$ cat config.mk
export PLATFORM = sky130hd
export DESIGN_NAME = arm_feedback_frame_deframer
export DESIGN_NICKNAME = d
export VERILOG_FILES = /design/src/rtl/core/afd_pkg.sv /design/src/rtl/core/afd_ram.sv /design/src/rtl/core/arm_feedback_frame_deframer.sv
export SDC_FILE = /design/constraint.sdc
export NUM_CORES = 2
export LEC_CHECK = 0
export BUFFER_PORTS_ARGS = -buffer_cell sky130_fd_sc_hd__buf_2
export CAP_MARGIN = 25
export CORE_UTILIZATION = 63
export DETAILED_ROUTE_END_ITERATION = 10
export PLACE_DENSITY = 0.8
export RECOVER_POWER = 100
export SLEW_MARGIN = 20
export SYNTH_ARGS = -nofsm -noshare
export SYNTH_HDL_FRONTEND = slang
export SYNTH_HIERARCHICAL = 1
export SYNTH_SLANG_ARGS = --single-unit
$ cat constraint.sdc
create_clock -name i_clk -period 6.2 [get_ports i_clk]
set_input_delay 0.93 -clock i_clk [delete_from_list [all_inputs] [get_ports i_clk]]
set_output_delay 0.93 -clock i_clk [all_outputs]
set_load 0.02 [all_outputs]
$ cat src/rtl/core/afd_pkg.sv
`default_nettype none
package afd_pkg;

    localparam int BUFFER_DEPTH = 128;
    localparam int ADDR_W       = $clog2(BUFFER_DEPTH);
    localparam int COUNT_W      = $clog2(BUFFER_DEPTH + 1);

    localparam logic [7:0] HEADER_BYTE = 8'hBB;
    localparam logic [7:0] TAIL_FIRST  = 8'hFF;
    localparam logic [7:0] TAIL_SECOND = 8'hEE;
    localparam logic [7:0] CRC_POLY    = 8'h07;

    localparam logic [7:0] CMD_FEEDBACK = 8'h01;
    localparam logic [7:0] CMD_DIAG     = 8'h08;
    localparam logic [7:0] CMD_DONE     = 8'hCC;

    // frame lengths in bytes, header to crc
    localparam logic [6:0] LEN_FEEDBACK = 7'd46;
    localparam logic [6:0] LEN_DIAG     = 7'd81;
    localparam logic [6:0] LEN_DONE     = 7'd5;

    typedef enum logic [1:0] {
        KIND_FEEDBACK = 2'd0,
        KIND_DIAG     = 2'd1,
        KIND_DONE     = 2'd2
    } t_kind;

    // one byte of crc-8, msb first
    function automatic logic [7:0] crc8_byte(input logic [7:0] crc, input logic [7:0] data);
        logic [7:0] c;
        c = crc ^ data;
        for (int b = 0; b < 8; b++) begin
            c = c[7] ? ({c[6:0], 1'b0} ^ CRC_POLY) : {c[6:0], 1'b0};
        end
        return c;
    endfunction

endpackage
`default_nettype wire

$ cat src/rtl/core/afd_ram.sv
`default_nettype none
module afd_ram #(
    parameter int WIDTH = 8,
    parameter int DEPTH = 128
) (
    input  wire logic                     i_clk,
    input  wire logic                     i_we,
    input  wire logic [$clog2(DEPTH)-1:0] i_waddr,
    input  wire logic [WIDTH-1:0]         i_wdata,
    input  wire logic [$clog2(DEPTH)-1:0] i_raddr,
    output logic      [WIDTH-1:0]         o_rdata
);

    logic [WIDTH-1:0] r_mem [DEPTH];

    always_ff @(posedge i_clk) begin
        if (i_we) begin
            r_mem[i_waddr] <= i_wdata;
        end
        o_rdata <= r_mem[i_raddr];
    end

endmodule
`default_nettype wire

$ cat src/rtl/core/arm_feedback_frame_deframer.sv
`default_nettype none
// Byte-stream deframer for the arm feedback link. Each accepted request is one
// received byte; it is appended to a circular byte buffer and the buffer is then
// searched for a frame (header 0xBB, command, payload, tail FF EE, crc-8 poly 0x07).
// A frame that checks out is sent as little-endian 32-bit payload words, one
// result request per word, with the last flag on the final word; a done frame
// gives a single zero word. The buffer lives in a single-port-read RAM, so the
// whole search runs one byte read per clock. A byte that completes nothing goes
// through accept, check, header read and command read before the next input
// slot, or only accept and check when the buffer held nothing. A complete
// candidate frame adds a crc pass that reads each frame byte. Each byte skipped
// while hunting for a header costs a check and a header read, a dropped candidate
// header costs a check, header read and command read plus its crc pass when its
// command is known, and emission takes a read per payload byte and an output step
// per word, plus any output stall. The block takes no byte while it is searching
// or emitting. A finished word waits in the output register, so the next byte is
// taken while the last word of a frame is still pending. No clearing pass after reset.
module arm_feedback_frame_deframer (
    input  wire logic        i_clk,
    input  wire logic        i_rst_n,
    input  wire logic        i_in_valid,
    output logic             o_in_stall,
    input  wire logic [7:0]  i_rx_byte,
    output logic             o_out_valid,
    input  wire logic        i_out_stall,
    output logic [1:0]       o_frame_kind,
    output logic [4:0]       o_word_index,
    output logic [31:0]      o_payload_word,
    output logic             o_last
);

    localparam int AW = afd_pkg::ADDR_W;
    localparam int CW = afd_pkg::COUNT_W;

    typedef enum logic [2:0] {
        S_IDLE,
        S_CHK,
        S_HDR,
        S_CMD,
        S_CRC,
        S_EBYTE,
        S_EOUT
    } t_state;

    t_state              r_state, n_state;
    logic [AW-1:0]       r_head, n_head;       // oldest buffered byte
    logic [CW-1:0]       r_count, n_count;     // bytes in the buffer
    logic [6:0]          r_len, n_len;         // current frame length
    logic [1:0]          r_kind, n_kind;
    logic [6:0]          r_idx, n_idx;         // byte offset in crc pass / payload
    logic [7:0]          r_crc, n_crc;
    logic [7:0]          r_tail1, n_tail1;
    logic [7:0]          r_tail2, n_tail2;
    logic [1:0]          r_lane, n_lane;
    logic [4:0]          r_widx, n_widx;
    logic [31:0]         r_word, n_word;
    logic                r_out_valid, n_out_valid;
    logic [1:0]          r_okind, n_okind;
    logic [4:0]          r_oidx, n_oidx;
    logic [31:0]         r_oword, n_oword;
    logic                r_olast, n_olast;

    logic [AW-1:0]       rd_addr;
    logic [7:0]          rd_data;
    logic                wr_en;
    logic [AW-1:0]       wr_addr;
    logic                in_acc;
    logic                out_free;
    logic [6:0]          pay_cnt;
    logic                word_last;

    // circular address: base + offset, offset below the depth
    function automatic logic [AW-1:0] wrap(input logic [AW-1:0] base, input logic [CW-1:0] off);
        logic [AW+CW-1:0] s;
        s = {{CW{1'b0}}, base} + {{AW{1'b0}}, off};
        if (s >= (AW + CW)'(afd_pkg::BUFFER_DEPTH)) begin
            s = s - (AW + CW)'(afd_pkg::BUFFER_DEPTH);
        end
        return s[AW-1:0];
    endfunction

    afd_ram #(
        .WIDTH (8),
        .DEPTH (afd_pkg::BUFFER_DEPTH)
    ) u_store (
        .i_clk   (i_clk),
        .i_we    (wr_en),
        .i_waddr (wr_addr),
        .i_wdata (i_rx_byte),
        .i_raddr (rd_addr),
        .o_rdata (rd_data)
    );

    assign o_in_stall     = (r_state != S_IDLE);
    assign in_acc         = i_in_valid && (r_state == S_IDLE);
    assign out_free       = !r_out_valid || !i_out_stall;
    assign pay_cnt        = r_len - 7'd5;
    assign word_last      = (r_idx == pay_cnt - 7'd1);
    assign o_out_valid    = r_out_valid;
    assign o_frame_kind   = r_okind;
    assign o_word_index   = r_oidx;
    assign o_payload_word = r_oword;
    assign o_last         = r_olast;

    // buffer full: the oldest byte goes and the new one takes its slot
    assign wr_en   = in_acc;
    assign wr_addr = (r_count == CW'(afd_pkg::BUFFER_DEPTH)) ? r_head : wrap(r_head, r_count);

    always_comb begin
        n_state     = r_state;
        n_head      = r_head;
        n_count     = r_count;
        n_len       = r_len;
        n_kind      = r_kind;
        n_idx       = r_idx;
        n_crc       = r_crc;
        n_tail1     = r_tail1;
        n_tail2     = r_tail2;
        n_lane      = r_lane;
        n_widx      = r_widx;
        n_word      = r_word;
        n_out_valid = r_out_valid && i_out_stall;
        n_okind     = r_okind;
        n_oidx      = r_oidx;
        n_oword     = r_oword;
        n_olast     = r_olast;
        rd_addr     = r_head;

        case (r_state)
            S_IDLE: begin
                if (in_acc) begin
                    if (r_count == CW'(afd_pkg::BUFFER_DEPTH)) begin
                        n_head = wrap(r_head, CW'(1));
                    end else begin
                        n_count = r_count + CW'(1);
                    end
                    n_state = S_CHK;
                end
            end
            S_CHK: begin
                // look at the oldest byte as a header candidate
                if (r_count < CW'(2)) begin
                    n_state = S_IDLE;
                end else begin
                    rd_addr = r_head;
                    n_state = S_HDR;
                end
            end
            S_HDR: begin
                if (rd_data != afd_pkg::HEADER_BYTE) begin
                    n_head  = wrap(r_head, CW'(1));
                    n_count = r_count - CW'(1);
                    n_state = S_CHK;
                end else begin
                    rd_addr = wrap(r_head, CW'(1));
                    n_state = S_CMD;
                end
            end
            S_CMD: begin
                case (rd_data)
                    afd_pkg::CMD_FEEDBACK: begin
                        n_len  = afd_pkg::LEN_FEEDBACK;
                        n_kind = afd_pkg::KIND_FEEDBACK;
                    end
                    afd_pkg::CMD_DIAG: begin
                        n_len  = afd_pkg::LEN_DIAG;
                        n_kind = afd_pkg::KIND_DIAG;
                    end
                    afd_pkg::CMD_DONE: begin
                        n_len  = afd_pkg::LEN_DONE;
                        n_kind = afd_pkg::KIND_DONE;
                    end
                    default: begin
                        n_len  = 7'd0;
                        n_kind = afd_pkg::KIND_FEEDBACK;
                    end
                endcase
                if (n_len == 7'd0) begin
                    // unknown command: drop the header
                    n_head  = wrap(r_head, CW'(1));
                    n_count = r_count - CW'(1);
                    n_state = S_CHK;
                end else if (CW'(n_len) > r_count) begin
                    // frame not complete yet, wait for more bytes
                    n_state = S_IDLE;
                end else begin
                    n_idx   = 7'd0;
                    n_crc   = 8'h00;
                    rd_addr = r_head;
                    n_state = S_CRC;
                end
            end
            S_CRC: begin
                // rd_data is the byte at offset r_idx
                if (r_idx == r_len - 7'd1) begin
                    if (r_tail1 == afd_pkg::TAIL_FIRST && r_tail2 == afd_pkg::TAIL_SECOND
                        && r_crc == rd_data) begin
                        n_idx  = 7'd0;
                        n_lane = 2'd0;
                        n_widx = 5'd0;
                        if (r_kind == afd_pkg::KIND_DONE) begin
                            n_word  = 32'd0;
                            n_state = S_EOUT;
                        end else begin
                            rd_addr = wrap(r_head, CW'(2));
                            n_state = S_EBYTE;
                        end
                    end else begin
                        n_head  = wrap(r_head, CW'(1));
                        n_count = r_count - CW'(1);
                        n_state = S_CHK;
                    end
                end else begin
                    n_crc = afd_pkg::crc8_byte(r_crc, rd_data);
                    if (r_idx == r_len - 7'd3) begin
                        n_tail1 = rd_data;
                    end
                    if (r_idx == r_len - 7'd2) begin
                        n_tail2 = rd_data;
                    end
                    n_idx   = r_idx + 7'd1;
                    rd_addr = wrap(r_head, CW'(n_idx));
                end
            end
            S_EBYTE: begin
                // rd_data is payload byte r_idx, lane r_lane
                case (r_lane)
                    2'd0:    n_word = {24'd0, rd_data};
                    2'd1:    n_word = {r_word[31:16], rd_data, r_word[7:0]};
                    2'd2:    n_word = {r_word[31:24], rd_data, r_word[15:0]};
                    default: n_word = {rd_data, r_word[23:0]};
                endcase
                if (r_lane == 2'd3 || word_last) begin
                    n_state = S_EOUT;
                end else begin
                    n_idx   = r_idx + 7'd1;
                    n_lane  = r_lane + 2'd1;
                    rd_addr = wrap(r_head, CW'(n_idx + 7'd2));
                end
            end
            S_EOUT: begin
                if (out_free) begin
                    n_out_valid = 1'b1;
                    n_okind     = r_kind;
                    n_oidx      = r_widx;
                    n_oword     = r_word;
                    n_olast     = (r_kind == afd_pkg::KIND_DONE) || word_last;
                    if (n_olast) begin
                        // frame consumed; remaining bytes wait for the next byte
                        n_head  = wrap(r_head, CW'(r_len));
                        n_count = r_count - CW'(r_len);
                        n_state = S_IDLE;
                    end else begin
                        n_widx  = r_widx + 5'd1;
                        n_idx   = r_idx + 7'd1;
                        n_lane  = 2'd0;
                        rd_addr = wrap(r_head, CW'(n_idx + 7'd2));
                        n_state = S_EBYTE;
                    end
                end
            end
            default: begin
                n_state = S_IDLE;
            end
        endcase
    end

    always_ff @(posedge i_clk) begin
        if (!i_rst_n) begin
            r_state     <= S_IDLE;
            r_head      <= '0;
            r_count     <= '0;
            r_out_valid <= 1'b0;
        end else begin
            r_state     <= n_state;
            r_head      <= n_head;
            r_count     <= n_count;
            r_out_valid <= n_out_valid;
        end
        r_len   <= n_len;
        r_kind  <= n_kind;
        r_idx   <= n_idx;
        r_crc   <= n_crc;
        r_tail1 <= n_tail1;
        r_tail2 <= n_tail2;
        r_lane  <= n_lane;
        r_widx  <= n_widx;
        r_word  <= n_word;
        r_okind <= n_okind;
        r_oidx  <= n_oidx;
        r_oword <= n_oword;
        r_olast <= n_olast;
    end

`ifndef SYNTH
    a_count_bound: assert property (@(posedge i_clk) disable iff (!i_rst_n)
        r_count <= CW'(afd_pkg::BUFFER_DEPTH))
        else $error("buffer count above depth");

    a_hdr_needs_two: assert property (@(posedge i_clk) disable iff (!i_rst_n)
        (r_state == S_HDR) |-> (r_count >= CW'(2)))
        else $error("header check with fewer than two bytes");

    a_crc_in_frame: assert property (@(posedge i_clk) disable iff (!i_rst_n)
        (r_state == S_CRC) |-> (r_idx < r_len && CW'(r_len) <= r_count))
        else $error("crc pass outside buffered frame");

    a_no_overwrite: assert property (@(posedge i_clk) disable iff (!i_rst_n)
        (r_out_valid && i_out_stall) |=> (r_out_valid && $stable(r_oword)))
        else $error("pending word overwritten");
`endif

endmodule
`default_nettype wire
==> metrics.csv <==
metric;value;unit
area added between synthesis and finish;11.0;%
crit path launch;r_len[5];
Critical Setup Path Class;reg2reg;
fin crit period;5800;ps
wire length after detailed routing;118000;µm
worst hold path cell count;0;
Internal Dissipation;13.1;mW
DP HPWL;69300;µm
post-route ant nets;0;
number of placement rows;100;
total power after layout;16.9;mW
buffers from clock root to sink, at most;3;
Arrival @ worst endpoint;6360;ps
summed area of non-filler cells in the final layout;53300;µm²
area of the mapped netlist;48000;µm²
Least-Margin Pin Slew;5060;ps
worst min path class;reg2reg;
net switching power of the design;3.79;mW
placeable core region;74900;µm²
number of nets produced by synthesis;2496;
endpoint of the worst register-to-register path;u_store/o_rdata[1];
global route total overflow;0;
sinks on the clock net;1166;
wire length on met1;41700;µm
weighted congestion reported at the end of routability-driven placement;0.933;
number of diodes;0;
Via Count;25700;
failing checks;capacitance limit, slew limit;
share of power burned in registers;0.522;
CTS tree;done;
total iterations of the first detailed-routing run;6;
power share of the clock group;0.398;
share of synthesized registers carrying an async set or reset;0;
Net Sw Frac;0.224;
count of flip-flops with a built-in enable after synthesis;1139;
share of final-layout standard cells stronger than drive strength 1;0.210;
Top Metal Used;met5;
largest net degree at the start of global routing;109;
Final Hold Fails;0;
floorplan die area;77300;µm²
Via density;7.04;
Critical Path RT;6760;ps
relative slew slack;-2.37;
hold bufs inserted after CTS;0;
cell at the root of the clock tree;clkbuf_16;
pwr/cell area;317;nW/µm²
maximum frequency from static timing analysis;172;MHz
Layout Skew;24.9;ps
count of unique library cells instantiated by Yosys;77;
CP endpoint kind;flop;
clock insertion delay at the later pin of the skew report;680;ps
Max Fanout on Critical Path;53;
startpoint of the tightest hold check path;r_word[17];
Vert. Die Dim;278;µm
combined global-route utilization of all metal layers;0.313;
#FFs+latches synth;1166;
Setup-failing EPs final;0;
IR Drop Worst-Case VDD;289;µV
DRC violations left;0;
mean instance size in the synthesized netlist;19.9;µm²
synthesized instance count;2415;
placed cell area;50200;µm²
Detailed Route Iter0 Violations;3794;
number of max-slew violations in the final report;967;
logic gate share of total power;0.081;
initial core utilization;0.641;
setup repair after global routing missed its margin;no;
first-pass GRT wire length;174000;µm
endpoint of the worst hold path;o_payload_word[17];
Most used DFF post-synth;edfxtp_1;
period utilisation layout;0.936;
post_cts resized;0;
commonest cells after routing, fill and taps aside;edfxtp_1 (1139), mux4_2 (336), nor2_1 (180);
most common cell after layout, fill and taps aside;edfxtp_1;
CTS Buf Count;111;
Setup TNS Final;0;ps
post-detailed-route wirelength per cell;32.2;µm
I/O pins;54;
Startpoint Class;flop;
met3 wire len;12500;µm
length in cells of the worst reg-to-reg path;15;
leakage power;16.5;nW
outcome;complete, but fails checks;
count of warnings emitted by yosys;6;
number of buffers inserted to repair setup after CTS;0;
NumNets Final;2675;
via count of the first global-routing pass;26100;
H-tree levels;3;
setup slack of the most critical reg-to-reg path;400;ps
die outline width;278;µm
clock transition at the register clock pins on the worst setup and hold paths after CTS;60;ps
beginning of the worst register-to-register path;r_len[5];
met2 layer wire length in the routed design;57700;µm
max-cap violation count;15;
sequential area share after synthesis;0.723;
initial antenna violation count;2;
number of port buffers;53;
-- power groups by stage --
stage          clock, mW  sequential (mW)  combinational [mW]
3_3_place_gp           0             8.94                1.31
3_5_place_dp           0             8.95                1.34
2_1_floorplan          0             8.91               0.849
4_1_cts             6.76             8.78                1.37
5_1_grt             7.03             8.80                1.42
6_report            6.72             8.80                1.36
-- cell usage after synthesis (all sizes together) (7+ instances only) --
cell | count | share of area
and2 | 21 | 0.0027
o21ai | 31 | 0.0032
nor2 | 180 | 0.014
mux4 | 336 | 0.16
nor4 | 9 | 0.0013
a211oi | 7 | 0.0014
inv | 45 | 0.0035
buf | 54 | 0.0061
clkbuf | 65 | 0.0051
edfxtp | 1139 | 0.71
and3 | 19 | 0.0025
a21oi | 43 | 0.0046
xor2 | 30 | 0.0058
mux2 | 11 | 0.0027
dfxtp | 27 | 0.011
fa | 8 | 0.0033
nand2 | 60 | 0.0047
or3 | 10 | 0.0013
xnor2 | 51 | 0.0093
nand3 | 35 | 0.0036
nand2b | 11 | 0.0014
nor2b | 16 | 0.0021
nand4 | 14 | 0.0018
ha | 61 | 0.016
a21o | 13 | 0.0022
nor3 | 28 | 0.0032
-- sequential cells by signal (all words and copies together), names as in the netlist, 4 cells and up --
register         cells
r_crc                8
r_widx               5
r_tail1              8
r_head               7
r_len                4
u_store/o_rdata      8
u_store/r_mem     1024
o_word_index         5
o_payload_word      32
r_count              8
r_word              32
r_idx                7
r_tail2              8
-- routing by layer --
metal | GRT usage | vias to the layer above
met5 | 0 | -
met4 | 0.137 | 4
met3 | 0.0586 | 362
met2 | 0.510 | 1949
met1 | 0.418 | 13200
li1 | - | 10200
-- worst max path at each step --
stage	endpoint	slack, ps	cells after the start
2_1_floorplan	u_store/o_rdata[0]	960	16
3_3_place_gp	u_store/o_rdata[2]	560	15
3_5_place_dp	u_store/o_rdata[1]	540	15
4_1_cts	u_store/o_rdata[1]	470	15
5_1_grt	u_store/o_rdata[6]	230	15
6_report	u_store/o_rdata[1]	400	15
-- critical path: stages (launching register included) --
cell	delay, ps
edfxtp_1	400
inv_1	250
ha_1	290
xnor2_1	120
or4_1	600
nor3_1	360
a221o_1	400
or3_1	210
o21ai_0	120
o211ai_1	190
buf_12	250
buf_12	390
mux4_2	570
mux4_2	540
mux4_2	600
mux2_2	300
-- metrics by stage --
step	setup WS [ps]	utilization	cells	hold WS, ps
after floorplan	957	-	2415	400
after global placement	558	0.669	3438	401
after detailed placement	536	0.670	3443	405
after CTS	472	0.718	3648	411
after global routing	232	0.711	3655	421
final	398	0.711	3655	417
-- layout make-up --
class | instances | area, µm²
Multi-Input combinational cell | 1084 | 12600
Timing Repair Buffer | 185 | 1040
Clock buffer | 140 | 2930
Inverter | 46 | 173
Sequential cell | 1166 | 34700
Clock inverter | 65 | 651
Tap cell | 969 | 1210
Fill cell | 4249 | 21600
-- kinds of logic (layout without fill, tap and decap cells) --
kind of cell               count (synthesis)  in the layout  share of synthesized area
AOI/OAI and AO/OA                        156            156                     0.0233
DFF                                     1166           1166                      0.723
adders and majority gates                 69             69                     0.0192
xor gates and xnor gates                  82             82                     0.0156
buffers and inverters                    165            436                     0.0148
muxes                                    352            352                      0.161
and+or+nand+nor                          425            425                     0.0425
Power figures use the tool's default switching activity.
